File: config.mk
export PLATFORM = sky130hd
export DESIGN_NAME = double_ended_queue
export DESIGN_NICKNAME = d
export VERILOG_FILES = /design/src/dq_pkg.sv /design/src/double_ended_queue.sv /design/src/dq_mem.sv /design/src/dq_ctrl.sv
export SDC_FILE = /design/constraint.sdc
export NUM_CORES = 1
export LEC_CHECK = 0
export BUFFER_PORTS_ARGS = -buffer_cell sky130_fd_sc_hd__buf_2
export CAP_MARGIN = 20
export CELL_PAD_IN_SITES_DETAIL_PLACEMENT = 1
export CELL_PAD_IN_SITES_GLOBAL_PLACEMENT = 2
export CORE_MARGIN = 4
export CORE_UTILIZATION = 40
export DETAILED_ROUTE_END_ITERATION = 8
export HOLD_SLACK_MARGIN = 0.03
export PLACE_DENSITY_LB_ADDON = 0.1
export SYNTH_ARGS = -nofsm -noshare
export SYNTH_HDL_FRONTEND = slang
export SYNTH_SLANG_ARGS = --single-unit
File: constraint.sdc
create_clock -name aclk -period 4.4 [get_ports aclk]
set_input_delay 0.22 -clock aclk [delete_from_list [all_inputs] [get_ports aclk]]
set_output_delay 0.22 -clock aclk [all_outputs]
set_load 0.03 [all_outputs]
File: src/dq_pkg.sv
// Shared types and field widths for the double-ended queue.
package dq_pkg;

    localparam int WORD_W = 32;
    localparam int FUNC_W = 2;
    localparam int STAT_W = 2;

    typedef enum logic [FUNC_W-1:0] {
        FUNC_PUSH_FRONT = 2'd0,
        FUNC_PUSH_REAR  = 2'd1,
        FUNC_POP_FRONT  = 2'd2,
        FUNC_POP_REAR   = 2'd3
    } func_t;

    typedef enum logic [STAT_W-1:0] {
        STATUS_OK    = 2'd0,
        STATUS_EMPTY = 2'd1,
        STATUS_FULL  = 2'd2
    } status_t;

    // Command from the pointer logic to the storage memory.
    typedef struct packed {
        logic wr_en;
        logic rd_en;
    } mem_cmd_t;

endpackage

File: src/double_ended_queue.sv
// Top level of the double-ended queue: stream handshake, result staging and output register.
// A result passes through the staging register and then the output register to m_tvalid.
// A new operation is not taken while a result is staged or the output waits on m_tready.
// Reset (aresetn low, synchronous) empties the queue and the result path; storage is not cleared.
// The memory contents are read only at entries that were written since reset.
module double_ended_queue #(
    parameter int DEPTH = 16
) (
    input  logic                         aclk,
    input  logic                         aresetn,
    input  logic                         s_tvalid,
    output logic                         s_tready,
    input  logic [dq_pkg::WORD_W-1:0]    s_tdata,   // [31:0] value
    input  logic [dq_pkg::FUNC_W-1:0]    s_tuser,   // [1:0] func
    output logic                         m_tvalid,
    input  logic                         m_tready,
    output logic [dq_pkg::WORD_W-1:0]    m_tdata,   // [31:0] value_out
    output logic [dq_pkg::STAT_W-1:0]    m_tuser    // [1:0] status
);
    import dq_pkg::*;

    localparam int AW = (DEPTH > 1) ? $clog2(DEPTH) : 1;
    localparam int CW = $clog2(DEPTH + 1);

    logic          accept;
    status_t       status;
    mem_cmd_t      cmd;
    logic [AW-1:0] waddr, raddr;
    logic [CW-1:0] count;
    logic [WORD_W-1:0] rdata;

    logic          p1_valid_reg;
    status_t       p1_status_reg;
    logic          p1_pop_reg;
    logic          m_valid_reg;
    logic [WORD_W-1:0] m_data_reg;
    status_t       m_status_reg;

    // A new operation waits until no result is staged and the output register is free.
    assign s_tready = !p1_valid_reg && (!m_valid_reg || m_tready);
    assign accept   = s_tvalid && s_tready;

    dq_ctrl #(
        .DEPTH (DEPTH),
        .AW    (AW),
        .CW    (CW)
    ) u_ctrl (
        .aclk    (aclk),
        .aresetn (aresetn),
        .accept  (accept),
        .func    (func_t'(s_tuser)),
        .status  (status),
        .cmd     (cmd),
        .waddr   (waddr),
        .raddr   (raddr),
        .count   (count)
    );

    dq_mem #(
        .DEPTH (DEPTH),
        .AW    (AW)
    ) u_mem (
        .aclk  (aclk),
        .cmd   (cmd),
        .waddr (waddr),
        .wdata (s_tdata),
        .raddr (raddr),
        .rdata (rdata)
    );

    always_ff @(posedge aclk) begin
        if (!aresetn) begin
            p1_valid_reg <= 1'b0;
        end else begin
            p1_valid_reg <= accept;
        end
        if (accept) begin
            p1_status_reg <= status;
            p1_pop_reg    <= cmd.rd_en;
        end
    end

    always_ff @(posedge aclk) begin
        if (!aresetn) begin
            m_valid_reg <= 1'b0;
        end else if (p1_valid_reg) begin
            m_valid_reg <= 1'b1;
        end else if (m_tready) begin
            m_valid_reg <= 1'b0;
        end
        if (p1_valid_reg) begin
            m_status_reg <= p1_status_reg;
            m_data_reg   <= p1_pop_reg ? rdata : '0;
        end
    end

    assign m_tvalid = m_valid_reg;
    assign m_tdata  = m_data_reg;
    assign m_tuser  = m_status_reg;

    a_count_bound: assert property (@(posedge aclk) disable iff (!aresetn)
        count <= CW'(DEPTH))
        else $error("entry count exceeds the queue depth");

    a_error_zero: assert property (@(posedge aclk) disable iff (!aresetn)
        m_tvalid && (m_tuser != STATUS_OK) |-> m_tdata == '0)
        else $error("refused operation returned a non-zero word");

    a_no_rd_wr: assert property (@(posedge aclk) disable iff (!aresetn)
        !(cmd.wr_en && cmd.rd_en))
        else $error("memory read and write issued together");

    a_stage_moves: assert property (@(posedge aclk) disable iff (!aresetn)
        accept |=> p1_valid_reg && !s_tready ##1 m_tvalid)
        else $error("transferred operation did not reach the output register");

endmodule

File: src/dq_mem.sv
// Storage memory of the queue: one write port and one registered read port.
module dq_mem #(
    parameter int DEPTH = 16,
    parameter int AW    = 4
) (
    input  logic                         aclk,
    input  dq_pkg::mem_cmd_t             cmd,
    input  logic [AW-1:0]                waddr,
    input  logic [dq_pkg::WORD_W-1:0]    wdata,
    input  logic [AW-1:0]                raddr,
    output logic [dq_pkg::WORD_W-1:0]    rdata
);
    import dq_pkg::*;

    logic [WORD_W-1:0] mem [DEPTH];
    logic [WORD_W-1:0] rdata_reg;

    always_ff @(posedge aclk) begin
        if (cmd.wr_en) begin
            mem[waddr] <= wdata;
        end
        if (cmd.rd_en) begin
            rdata_reg <= mem[raddr];
        end
    end

    assign rdata = rdata_reg;

endmodule

File: src/dq_ctrl.sv
// Head pointer and entry count of the ring, with the address and status decision per operation.
module dq_ctrl #(
    parameter int DEPTH = 16,
    parameter int AW    = 4,
    parameter int CW    = 5
) (
    input  logic                         aclk,
    input  logic                         aresetn,
    input  logic                         accept,
    input  dq_pkg::func_t                func,
    output dq_pkg::status_t              status,
    output dq_pkg::mem_cmd_t             cmd,
    output logic [AW-1:0]                waddr,
    output logic [AW-1:0]                raddr,
    output logic [CW-1:0]                count
);
    import dq_pkg::*;

    localparam int SW = AW + 1;

    logic [AW-1:0] head_reg, head_next;
    logic [CW-1:0] count_reg, count_next;

    logic          full, empty;
    logic [AW-1:0] head_dec, head_inc, tail, last;
    logic [SW-1:0] sum;

    always_comb begin
        full     = (count_reg == CW'(DEPTH));
        empty    = (count_reg == '0);
        head_dec = (head_reg == '0) ? AW'(DEPTH - 1) : head_reg - AW'(1);
        head_inc = (head_reg == AW'(DEPTH - 1)) ? '0 : head_reg + AW'(1);
        // The sum stays below twice the depth, so one subtraction wraps it.
        sum      = SW'(head_reg) + SW'(count_reg);
        tail     = (sum >= SW'(DEPTH)) ? AW'(sum - SW'(DEPTH)) : AW'(sum);
        last     = (tail == '0) ? AW'(DEPTH - 1) : tail - AW'(1);
    end

    always_comb begin
        status     = STATUS_OK;
        cmd        = '0;
        waddr      = head_dec;
        raddr      = head_reg;
        head_next  = head_reg;
        count_next = count_reg;
        case (func)
            FUNC_PUSH_FRONT: begin
                if (full) begin
                    status = STATUS_FULL;
                end else begin
                    cmd.wr_en  = accept;
                    waddr      = head_dec;
                    head_next  = head_dec;
                    count_next = count_reg + CW'(1);
                end
            end
            FUNC_PUSH_REAR: begin
                if (full) begin
                    status = STATUS_FULL;
                end else begin
                    cmd.wr_en  = accept;
                    waddr      = tail;
                    count_next = count_reg + CW'(1);
                end
            end
            FUNC_POP_FRONT: begin
                if (empty) begin
                    status = STATUS_EMPTY;
                end else begin
                    cmd.rd_en  = accept;
                    raddr      = head_reg;
                    head_next  = head_inc;
                    count_next = count_reg - CW'(1);
                end
            end
            FUNC_POP_REAR: begin
                if (empty) begin
                    status = STATUS_EMPTY;
                end else begin
                    cmd.rd_en  = accept;
                    raddr      = last;
                    count_next = count_reg - CW'(1);
                end
            end
            default: begin
                status = STATUS_OK;
            end
        endcase
    end

    always_ff @(posedge aclk) begin
        if (!aresetn) begin
            head_reg  <= '0;
            count_reg <= '0;
        end else if (accept) begin
            head_reg  <= head_next;
            count_reg <= count_next;
        end
    end

    assign count = count_reg;

endmodule

==> results of run 1 <==
## critical path, stage by stage (launching register included)
cell and delay [ps]:
dfxtp_1 580, ha_1 270, fa_1 470, inv_1 110
ha_1 180, o21bai_1 80, and4_1 220, a211oi_2 510
nor2_4 330, buf_4 300, a32oi_1 250, nand3_1 110
## metrics by stage
stage / cells / hold slack [ps]
finish: 2450 / 142.5
global placement: 2297 / 403.5
detailed placement: 2297 / 406.1
CTS: 2450 / 100.1
global route: 2450 / 134.5
floorplan: 1502 / 318.9
## layout by cell type, fill, tap and decap left out, types with 15 or more instances in the layout
cell	count
edfxtp_1	581
and2_1	37
buf_4	25
clkbuf_16	73
buf_12	26
clkinv_1	15
nor2_4	18
dlygate4sd3_1	34
a21oi_1	137
mux2i_1	103
buf_2	73
a32oi_1	32
a22oi_1	32
nand2_1	241
clkbuf_1	15
nand3_1	67
a221o_1	64
## how the worst max path moves through the flow
stage               cells past startpoint  slack (ps)                         to                       startpoint
floorplan                               5         860  u_mem.mem[0][0]$_DFFE_PP_          p1_valid_reg$_SDFF_PN0_
global placement                       12         880   u_mem.rdata[8]$_DFFE_PP_  u_ctrl.head_reg[0]$_SDFFE_PN0P_
detailed placement                     11         740  u_mem.rdata[24]$_DFFE_PP_  u_ctrl.head_reg[0]$_SDFFE_PN0P_
CTS                                    11         710  u_mem.rdata[10]$_DFFE_PP_  u_ctrl.head_reg[0]$_SDFFE_PN0P_
global route                           11         440  u_mem.rdata[10]$_DFFE_PP_  u_ctrl.head_reg[0]$_SDFFE_PN0P_
finish                                 11         710  u_mem.rdata[10]$_DFFE_PP_  u_ctrl.head_reg[0]$_SDFFE_PN0P_
## kinds of logic (layout without fill, tap and decap cells)
group,count (synthesis),in the layout,share of synthesized area [%]
AOI/OAI and AO/OA,294,294,8.943
xor gates and xnor gates,11,11,0.4153
adders and majority gates,12,12,0.7120
buffers and inverters,103,286,1.996
DFF,592,592,76.16
muxes,106,106,4.585
and+or+nand+nor,384,384,7.190
## Yosys cell counts, types with 2 or more instances
| master | count | area [um^2] |
|---|---|---|
| edfxtp_1 | 581 | 17450 |
| nand2_1 | 243 | 912.1 |
| a21oi_1 | 137 | 685.7 |
| mux2i_1 | 104 | 1041 |
| nand3_1 | 67 | 335.3 |
| a221o_1 | 64 | 640.6 |
| clkbuf_1 | 61 | 229.0 |
| and2_1 | 37 | 231.5 |
| a22oi_1 | 32 | 240.2 |
| a32oi_1 | 32 | 280.3 |
| nor2_1 | 22 | 82.58 |
| buf_2 | 19 | 95.09 |
| dfxtp_1 | 11 | 220.2 |
| ha_1 | 10 | 125.1 |
| inv_1 | 9 | 33.78 |
| nor2b_1 | 8 | 50.05 |
| xnor2_1 | 6 | 52.55 |
| buf_1 | 5 | 18.77 |
| buf_6 | 5 | 56.30 |
| o21ai_0 | 5 | 25.02 |
| xor2_1 | 5 | 43.79 |
| a21o_1 | 4 | 30.03 |
| buf_4 | 4 | 30.03 |
| a31oi_1 | 3 | 18.77 |
| o211a_1 | 3 | 30.03 |
| a211oi_1 | 2 | 15.01 |
| a21boi_2 | 2 | 22.52 |
| fa_1 | 2 | 40.04 |
| mux2_2 | 2 | 22.52 |
| o21bai_1 | 2 | 15.01 |
## metal layers
layer	part of all wire, %	up-vias	global-route usage [%]
li1	-	6071	-
met5	0	-	0
met3	3.9	63	2.819
met1	46	6997	27.92
met4	1.5	0	4.808
met2	49	242	33.81
## timing repair
item,CTS,global route
hold endpoints to repair,523,0
hold buffers,34,0
endpoints found under the setup margin,0,0
## power groups by stage
| stage | clock (mW) | combinational, mW | sequential [mW] |
|---|---|---|---|
| 2_1_floorplan | 0 | 1.72 | 6.68 |
| 3_3_place_gp | 0 | 2.72 | 6.67 |
| 3_5_place_dp | 0 | 2.77 | 6.67 |
| 4_1_cts | 5.48 | 2.81 | 6.56 |
| 5_1_grt | 5.75 | 3.06 | 6.57 |
| 6_report | 5.35 | 2.77 | 6.55 |
## cell type report
cell class	instances	share of cell area [%]
Timing Repair Buffer	158	5.158
Tap cell	765	3.492
Clock inverter	31	0.7806
Sequential cell	592	64.46
Clock buffer	88	6.870
Multi-Input combinational cell	807	19.11
Inverter	9	0.1233
==> flow_results.xml, run 1 <==
<?xml version="1.0" encoding="UTF-8"?>
<metrics>
  <group name="drt">
    <metric name="drt-vias-per-instance" unit="">5.458</metric>
    <metric name="final_antenna_net_count" unit="">0</metric>
    <metric name="detail_route.drc_violations" unit="">0</metric>
    <metric name="first_iter_violations" unit="">949</metric>
    <metric name="detail_route.first_pass.iterations" unit="">7</metric>
    <metric name="route.detailed.wl_per_inst" unit="um">25.53</metric>
    <metric name="route.vias.total" unit="">13370</metric>
    <metric name="wl" unit="um">62540</metric>
  </group>
  <group name="grt">
    <metric name="globalRoute.totalOverflow" unit="">0</metric>
    <metric name="first_global_vias" unit="">14320</metric>
    <metric name="grt_pass1_wl" unit="um">94040</metric>
    <metric name="grt_max_degree" unit="">65</metric>
    <metric name="grt.total_usage" unit="%">20.08</metric>
    <metric name="initial_antenna_violation_count" unit="">2</metric>
  </group>
  <group name="clock_tree">
    <metric name="clock_tree_from_tritoncts" unit="">yes</metric>
    <metric name="clock_tree.root_cell" unit="">clkbuf_16</metric>
    <metric name="cts.reportedPaths.clkPinSlew" unit="ps">60</metric>
    <metric name="tritoncts.num_buffers" unit="">67</metric>
    <metric name="post_cts_setup_repair_buffer_count" unit="">0</metric>
    <metric name="clock_tree.htree_level_count" unit="">3</metric>
    <metric name="clock_latency" unit="ps">580</metric>
    <metric name="post_cts_resized" unit="">0</metric>
    <metric name="clock-sinks" unit="">592</metric>
    <metric name="clockBufferDepth" unit="">3</metric>
  </group>
  <group name="logic_synthesis">
    <metric name="synth_warnings" unit="">0</metric>
    <metric name="synth.distinct_cells" unit="">45</metric>
    <metric name="synth_edf_count" unit="">581</metric>
    <metric name="synth_flop_type" unit="">edfxtp_1</metric>
    <metric name="ys_seq_area_share" unit="%">76.16</metric>
    <metric name="async_reset_ff_share" unit="%">0</metric>
    <metric name="syn_avg_cell_area" unit="um^2">15.44</metric>
    <metric name="postSynthRegisterBits" unit="">592</metric>
    <metric name="syn_area" unit="mm^2">0.02320</metric>
    <metric name="synth.net_count" unit="">1552</metric>
    <metric name="syn_inst" unit="">1502</metric>
  </group>
  <group name="timing">
    <metric name="slew_headroom" unit="%">25.28</metric>
    <metric name="max_freq" unit="GHz">0.2713</metric>
    <metric name="timing.final.max_slew_violations" unit="">0</metric>
    <metric name="post_route_setup_tns" unit="ps">0</metric>
    <metric name="tightest_slew" unit="ps">1118</metric>
    <metric name="hold_viol" unit="">0</metric>
    <metric name="grt_setup_unrepaired" unit="">no</metric>
    <metric name="finalClockSkew" unit="ps">11.73</metric>
    <metric name="post-route-min-period" unit="ps">3685</metric>
    <metric name="post-route-worst-setup-slack" unit="ps">714.7</metric>
    <metric name="share_of_the_clock_period_used_by_the_worst_path_after_layout" unit="%">83.76</metric>
    <metric name="final-setup-viol-count" unit="">0</metric>
  </group>
  <group name="layout">
    <metric name="seqCellArea" unit="mm^2">0.01767</metric>
    <metric name="finish.net_count" unit="">1685</metric>
    <metric name="multi_input_area" unit="mm^2">0.005239</metric>
    <metric name="drive_gt1_share" unit="%">14.66</metric>
    <metric name="post-route-util" unit="%">47.60</metric>
    <metric name="num_antenna_cells" unit="">0</metric>
    <metric name="largest_reg_flops" unit="">512</metric>
    <metric name="finalInstanceArea" unit="mm^2">0.02741</metric>
    <metric name="syn2layout_area_growth" unit="%">18.16</metric>
    <metric name="nFillCells" unit="">5577</metric>
  </group>
  <group name="die">
    <metric name="initial_core_util" unit="%">40.28</metric>
    <metric name="core.rowCount" unit="">88</metric>
    <metric name="die_area" unit="mm^2">0.06191</metric>
    <metric name="overall_die_height" unit="um">248.8</metric>
    <metric name="floorplan.die.width" unit="um">248.8</metric>
    <metric name="top_level_ports" unit="">74</metric>
    <metric name="core_region_area" unit="mm^2">0.05759</metric>
  </group>
  <group name="power_and_ir_drop">
    <metric name="power.ir.vdd_worst" unit="V">0.0003633</metric>
    <metric name="total_power" unit="mW">14.67</metric>
    <metric name="power_frac_clock" unit="%">36.4</metric>
    <metric name="power.net_switching" unit="mW">4.094</metric>
    <metric name="power_report.internal_total" unit="mW">10.58</metric>
    <metric name="power_switching_share" unit="%">27.90</metric>
    <metric name="power_frac_comb" unit="%">18.9</metric>
    <metric name="p_per_area" unit="mW/mm^2">535.4</metric>
    <metric name="p_seq_share" unit="%">44.7</metric>
    <metric name="leakagePower" unit="nW">9.396</metric>
  </group>
  <group name="worst_setup_path">
    <metric name="critical_path_class" unit="">reg2reg</metric>
    <metric name="reg2reg_slack" unit="ps">710</metric>
    <metric name="timing.rr.end" unit="">u_mem.rdata[10]$_DFFE_PP_</metric>
    <metric name="rr_startpoint" unit="">u_ctrl.head_reg[0]$_SDFFE_PN0P_</metric>
    <metric name="largest_fanout_on_the_critical_path" unit="">24</metric>
    <metric name="critPathCaptureType" unit="">flop</metric>
    <metric name="worst-endpoint-required" unit="ps">4730</metric>
    <metric name="critical_path.startpoint_type" unit="">flop</metric>
    <metric name="number_of_cells_on_the_worst_reg_to_reg_path" unit="">11</metric>
    <metric name="crit_arrival" unit="ps">4010</metric>
  </group>
  <group name="worst_hold_path">
    <metric name="min_path_cells" unit="">2</metric>
    <metric name="worst_hold_path.endpoint" unit="">p1_status_reg[1]$_SDFFCE_PN0P_</metric>
    <metric name="hp-class" unit="">in2reg</metric>
    <metric name="hold_path.startpoint" unit="">s_tuser[1]</metric>
  </group>
  <group name="placement">
    <metric name="post-place-ws" unit="ps">744.2</metric>
    <metric name="dpl-instance-area" unit="mm^2">0.02497</metric>
    <metric name="place.port_buffers" unit="">73</metric>
    <metric name="dpl.hpwl" unit="um">34230</metric>
    <metric name="gp_congestion" unit="">0.7377</metric>
  </group>
  <group name="run_status">
    <metric name="status" unit="">finished clean</metric>
  </group>
  <group name="job">
    <metric name="drv_cap" unit="">0</metric>
  </group>
</metrics>
Power figures use the tool's default switching activity.
==> inputs of run 2 (changes only) <==
--- a/config.mk
+++ b/config.mk
@@ -5,12 +5,13 @@
 export SDC_FILE = /design/constraint.sdc
 export NUM_CORES = 1
 export LEC_CHECK = 0
+export ABC_AREA = 1
 export BUFFER_PORTS_ARGS = -buffer_cell sky130_fd_sc_hd__buf_2
 export CAP_MARGIN = 20
 export CELL_PAD_IN_SITES_DETAIL_PLACEMENT = 1
 export CELL_PAD_IN_SITES_GLOBAL_PLACEMENT = 2
 export CORE_MARGIN = 4
-export CORE_UTILIZATION = 40
+export CORE_UTILIZATION = 38
 export DETAILED_ROUTE_END_ITERATION = 8
 export HOLD_SLACK_MARGIN = 0.03
 export PLACE_DENSITY_LB_ADDON = 0.1
==> constraint.sdc (replaced) <==
create_clock -name aclk -period 3.1 [get_ports aclk]
set_input_delay 0.155 -clock aclk [delete_from_list [all_inputs] [get_ports aclk]]
set_output_delay 0.155 -clock aclk [all_outputs]
set_load 0.03 [all_outputs]
==> flow_results.xml, run 2 <==
<?xml version="1.0" encoding="UTF-8"?>
<metrics>
  <group name="die">
    <metric name="top_level_ports" unit="">74</metric>
    <metric name="die_area" unit="mm^2">0.07279</metric>
    <metric name="core.rowCount" unit="">95</metric>
    <metric name="initial_core_util" unit="%">38.57</metric>
    <metric name="core_region_area" unit="mm^2">0.06751</metric>
    <metric name="floorplan.die.width" unit="um">269.8</metric>
    <metric name="overall_die_height" unit="um">269.8</metric>
  </group>
  <group name="worst_setup_path">
    <metric name="critPathCaptureType" unit="">flop</metric>
    <metric name="crit_slowest_cell" unit="">fa_1</metric>
    <metric name="crit_path_buffers_inverters" unit="">5</metric>
    <metric name="cp_cell_sequence" unit="">ha_1, fa_1, inv_1, ha_1, inv_1, nor2_1, nand3_1, buf_4, nand2_1, nand2_4, inv_2, buf_4, nand3_1, nand3_1, nand2_1</metric>
    <metric name="largest_fanout_on_the_critical_path" unit="">16</metric>
    <metric name="cpLargestDelayFamily" unit="">adder cells</metric>
    <metric name="critical_path.startpoint_type" unit="">flop</metric>
    <metric name="cpPeakStageDelay" unit="ps">440</metric>
    <metric name="crit_arrival" unit="ps">3220</metric>
    <metric name="worst-endpoint-required" unit="ps">3450</metric>
    <metric name="path_common_cell" unit="">nand3_1</metric>
    <metric name="critical_path_class" unit="">reg2reg</metric>
  </group>
  <group name="timing">
    <metric name="post-route-min-period" unit="ps">2867</metric>
    <metric name="post_route_setup_tns" unit="ps">0</metric>
    <metric name="tightest_slew" unit="ps">692.6</metric>
    <metric name="hold_viol" unit="">0</metric>
    <metric name="timing.final.max_slew_violations" unit="">0</metric>
    <metric name="final-setup-viol-count" unit="">0</metric>
    <metric name="share_of_the_clock_period_used_by_the_worst_path_after_layout" unit="%">92.47</metric>
    <metric name="slew_headroom" unit="%">53.82</metric>
    <metric name="grt_setup_unrepaired" unit="">no</metric>
    <metric name="finalClockSkew" unit="ps">18.39</metric>
    <metric name="max_freq" unit="GHz">0.3488</metric>
  </group>
  <group name="logic_synthesis">
    <metric name="ys_seq_area_share" unit="%">67.84</metric>
    <metric name="synthDominantCellAreaShare" unit="%">66.99</metric>
    <metric name="synth.net_count" unit="">2528</metric>
    <metric name="syn_area" unit="mm^2">0.02604</metric>
    <metric name="synth.distinct_cells" unit="">31</metric>
    <metric name="synth_edf_count" unit="">581</metric>
    <metric name="yosys-top-cells-area" unit="">edfxtp_1 (67%), nand3_1 (13%), inv_1 (8.3%)</metric>
    <metric name="ranking_of_synthesized_cells_by_instance_count" unit="">nand3_1 (694), edfxtp_1 (581), inv_1 (576)</metric>
    <metric name="synth_warnings" unit="">0</metric>
    <metric name="syn_inst" unit="">2478</metric>
    <metric name="syn_avg_cell_area" unit="um^2">10.51</metric>
    <metric name="postSynthRegisterBits" unit="">592</metric>
    <metric name="yosysMostFrequentCell" unit="">nand3_1</metric>
    <metric name="synth_flop_type" unit="">edfxtp_1</metric>
    <metric name="async_reset_ff_share" unit="%">0</metric>
    <metric name="post-synth-top-area-cell" unit="">edfxtp_1</metric>
  </group>
  <group name="grt">
    <metric name="grt_max_degree" unit="">92</metric>
    <metric name="initial_antenna_violation_count" unit="">0</metric>
    <metric name="first_global_vias" unit="">19150</metric>
    <metric name="grt_pass1_wl" unit="um">124200</metric>
    <metric name="globalRoute.totalOverflow" unit="">0</metric>
    <metric name="grt.total_usage" unit="%">22.57</metric>
  </group>
  <group name="clock_tree">
    <metric name="tritoncts.num_buffers" unit="">70</metric>
    <metric name="cts.reportedPaths.clkPinSlew" unit="ps">60</metric>
    <metric name="clock_tree_from_tritoncts" unit="">yes</metric>
    <metric name="clock_latency" unit="ps">610</metric>
    <metric name="clock_tree.htree_level_count" unit="">3</metric>
    <metric name="clock-sinks" unit="">592</metric>
    <metric name="clockBufferDepth" unit="">3</metric>
    <metric name="clock_tree.root_cell" unit="">clkbuf_16</metric>
  </group>
  <group name="drt">
    <metric name="drt-vias-per-instance" unit="">5.115</metric>
    <metric name="detail_route.first_pass.iterations" unit="">5</metric>
    <metric name="route.vias.total" unit="">18130</metric>
    <metric name="first_iter_violations" unit="">1250</metric>
    <metric name="final_antenna_net_count" unit="">0</metric>
    <metric name="detail_route.drc_violations" unit="">0</metric>
    <metric name="route.detailed.wl_per_inst" unit="um">23.13</metric>
    <metric name="wl" unit="um">81990</metric>
  </group>
  <group name="power_and_ir_drop">
    <metric name="power.net_switching" unit="mW">5.887</metric>
    <metric name="p_per_area" unit="mW/mm^2">662.0</metric>
    <metric name="power_frac_clock" unit="%">36.9</metric>
    <metric name="p_seq_share" unit="%">44.9</metric>
    <metric name="power.ir.vdd_worst" unit="V">0.0004238</metric>
    <metric name="power_frac_comb" unit="%">18.2</metric>
    <metric name="total_power" unit="mW">20.37</metric>
    <metric name="power_switching_share" unit="%">28.90</metric>
    <metric name="leakagePower" unit="nW">13.16</metric>
    <metric name="power_report.internal_total" unit="mW">14.48</metric>
  </group>
  <group name="layout">
    <metric name="finish.net_count" unit="">2671</metric>
    <metric name="syn2layout_area_growth" unit="%">18.12</metric>
    <metric name="final_cell_mix" unit="">nand3_1 (693), edfxtp_1 (581), inv_1 (576)</metric>
    <metric name="largest_reg_flops" unit="">512</metric>
    <metric name="final_common_cell" unit="">nand3_1</metric>
    <metric name="post-route-util" unit="%">45.57</metric>
    <metric name="drive_gt1_share" unit="%">11.04</metric>
    <metric name="final_cell_count_no_fill" unit="">3545</metric>
    <metric name="nFillCells" unit="">7316</metric>
    <metric name="num_antenna_cells" unit="">0</metric>
  </group>
  <group name="worst_hold_path">
    <metric name="hp-class" unit="">in2reg</metric>
  </group>
  <group name="run_status">
    <metric name="status" unit="">finished clean</metric>
  </group>
  <group name="job">
    <metric name="drv_cap" unit="">0</metric>
  </group>
  <group name="placement">
    <metric name="dpl.hpwl" unit="um">45200</metric>
    <metric name="numPlacedInstances" unit="">3385</metric>
    <metric name="place.port_buffers" unit="">73</metric>
    <metric name="gp_congestion" unit="">0.7699</metric>
  </group>
</metrics>
run 2: path summary, 6_finish.rpt:
check	start	end	slack, ps	cells after the start
worst max-delay path	u_ctrl.count[0]$_SDFFE_PN0P_	u_mem.rdata[30]$_DFFE_PP_	230	15
worst min-delay path	s_tuser[1]	p1_status_reg[0]$_SDFFCE_PP0P_	90	3
worst max register to register	u_ctrl.count[0]$_SDFFE_PN0P_	u_mem.rdata[30]$_DFFE_PP_	230	15
worst min register to register	p1_status_reg[0]$_SDFFCE_PP0P_	m_tuser[0]$_DFFE_PP_	430	0
run 2: metal layers:
metal | vias to the layer above | share of wire, % | GRT usage, %
met1 | 9192 | 45 | 30.44
met2 | 376 | 49 | 38.63
met5 | - | 0 | 0
li1 | 8443 | - | -
met4 | 0 | 2.4 | 5.864
met3 | 122 | 4.1 | 3.145
run 2: logic make-up (layout without fill, tap and decap cells):
family | Yosys count | count (layout) | share of synthesized area (%)
compound gates | 34 | 34 | 0.7062
xor+xnor | 6 | 6 | 0.2018
fa+ha+maj | 12 | 12 | 0.6342
buf+inv | 711 | 905 | 10.92
flops | 592 | 592 | 67.84
simple gates | 1123 | 1123 | 19.71
run 2: power by group through the flow:
stage | Sequential [mW] | Clock, mW | Combinational (mW)
after floorplan | 9.35 | 0 | 2.04
after global placement | 9.30 | 0 | 3.66
after detailed placement | 9.30 | 0 | 3.69
after CTS | 9.14 | 7.72 | 3.74
after global routing | 9.14 | 8.05 | 4.08
final | 9.14 | 7.52 | 3.71
run 2: timing repair:
action / in CTS / in global routing
setup buffers: 0 / 2
gates resized for setup: 0 / 1
endpoints found under the hold margin: 525 / 0
endpoints found under the setup margin: 0 / 30
hold buffers: 35 / 0
run 2: cell type report:
class,count,area [um^2],share of cell area (%)
clock inverters,36,183.9,0.5979
well taps,873,1092,3.551
clock buffers,87,1858,6.040
repair buffers,201,2018,6.560
multi-input cells,1175,5762,18.73
flip-flops and latches,592,17670,57.43
inverters,581,2181,7.089
run 2: worst register-to-register path: stages (launching register included):
cell,delay (ps)
dfxtp_1,320
ha_1,220
fa_1,440
inv_1,90
ha_1,140
inv_1,40
nor2_1,120
nand3_1,110
buf_4,140
nand2_1,100
nand2_4,150
inv_2,160
buf_4,290
nand3_1,160
nand3_1,110
nand2_1,50
run 2: per-stage QoR:
stage	hold slack, ps	cell area (um^2)	worst slack, ps
2_1_floorplan	253.9	26090	-83.71
6_report	87.05	30760	233.3
5_1_grt	84.18	30760	2.942
3_5_place_dp	417.3	28340	25.07
3_3_place_gp	405.0	28340	68.38
4_1_cts	43.04	30730	3.181
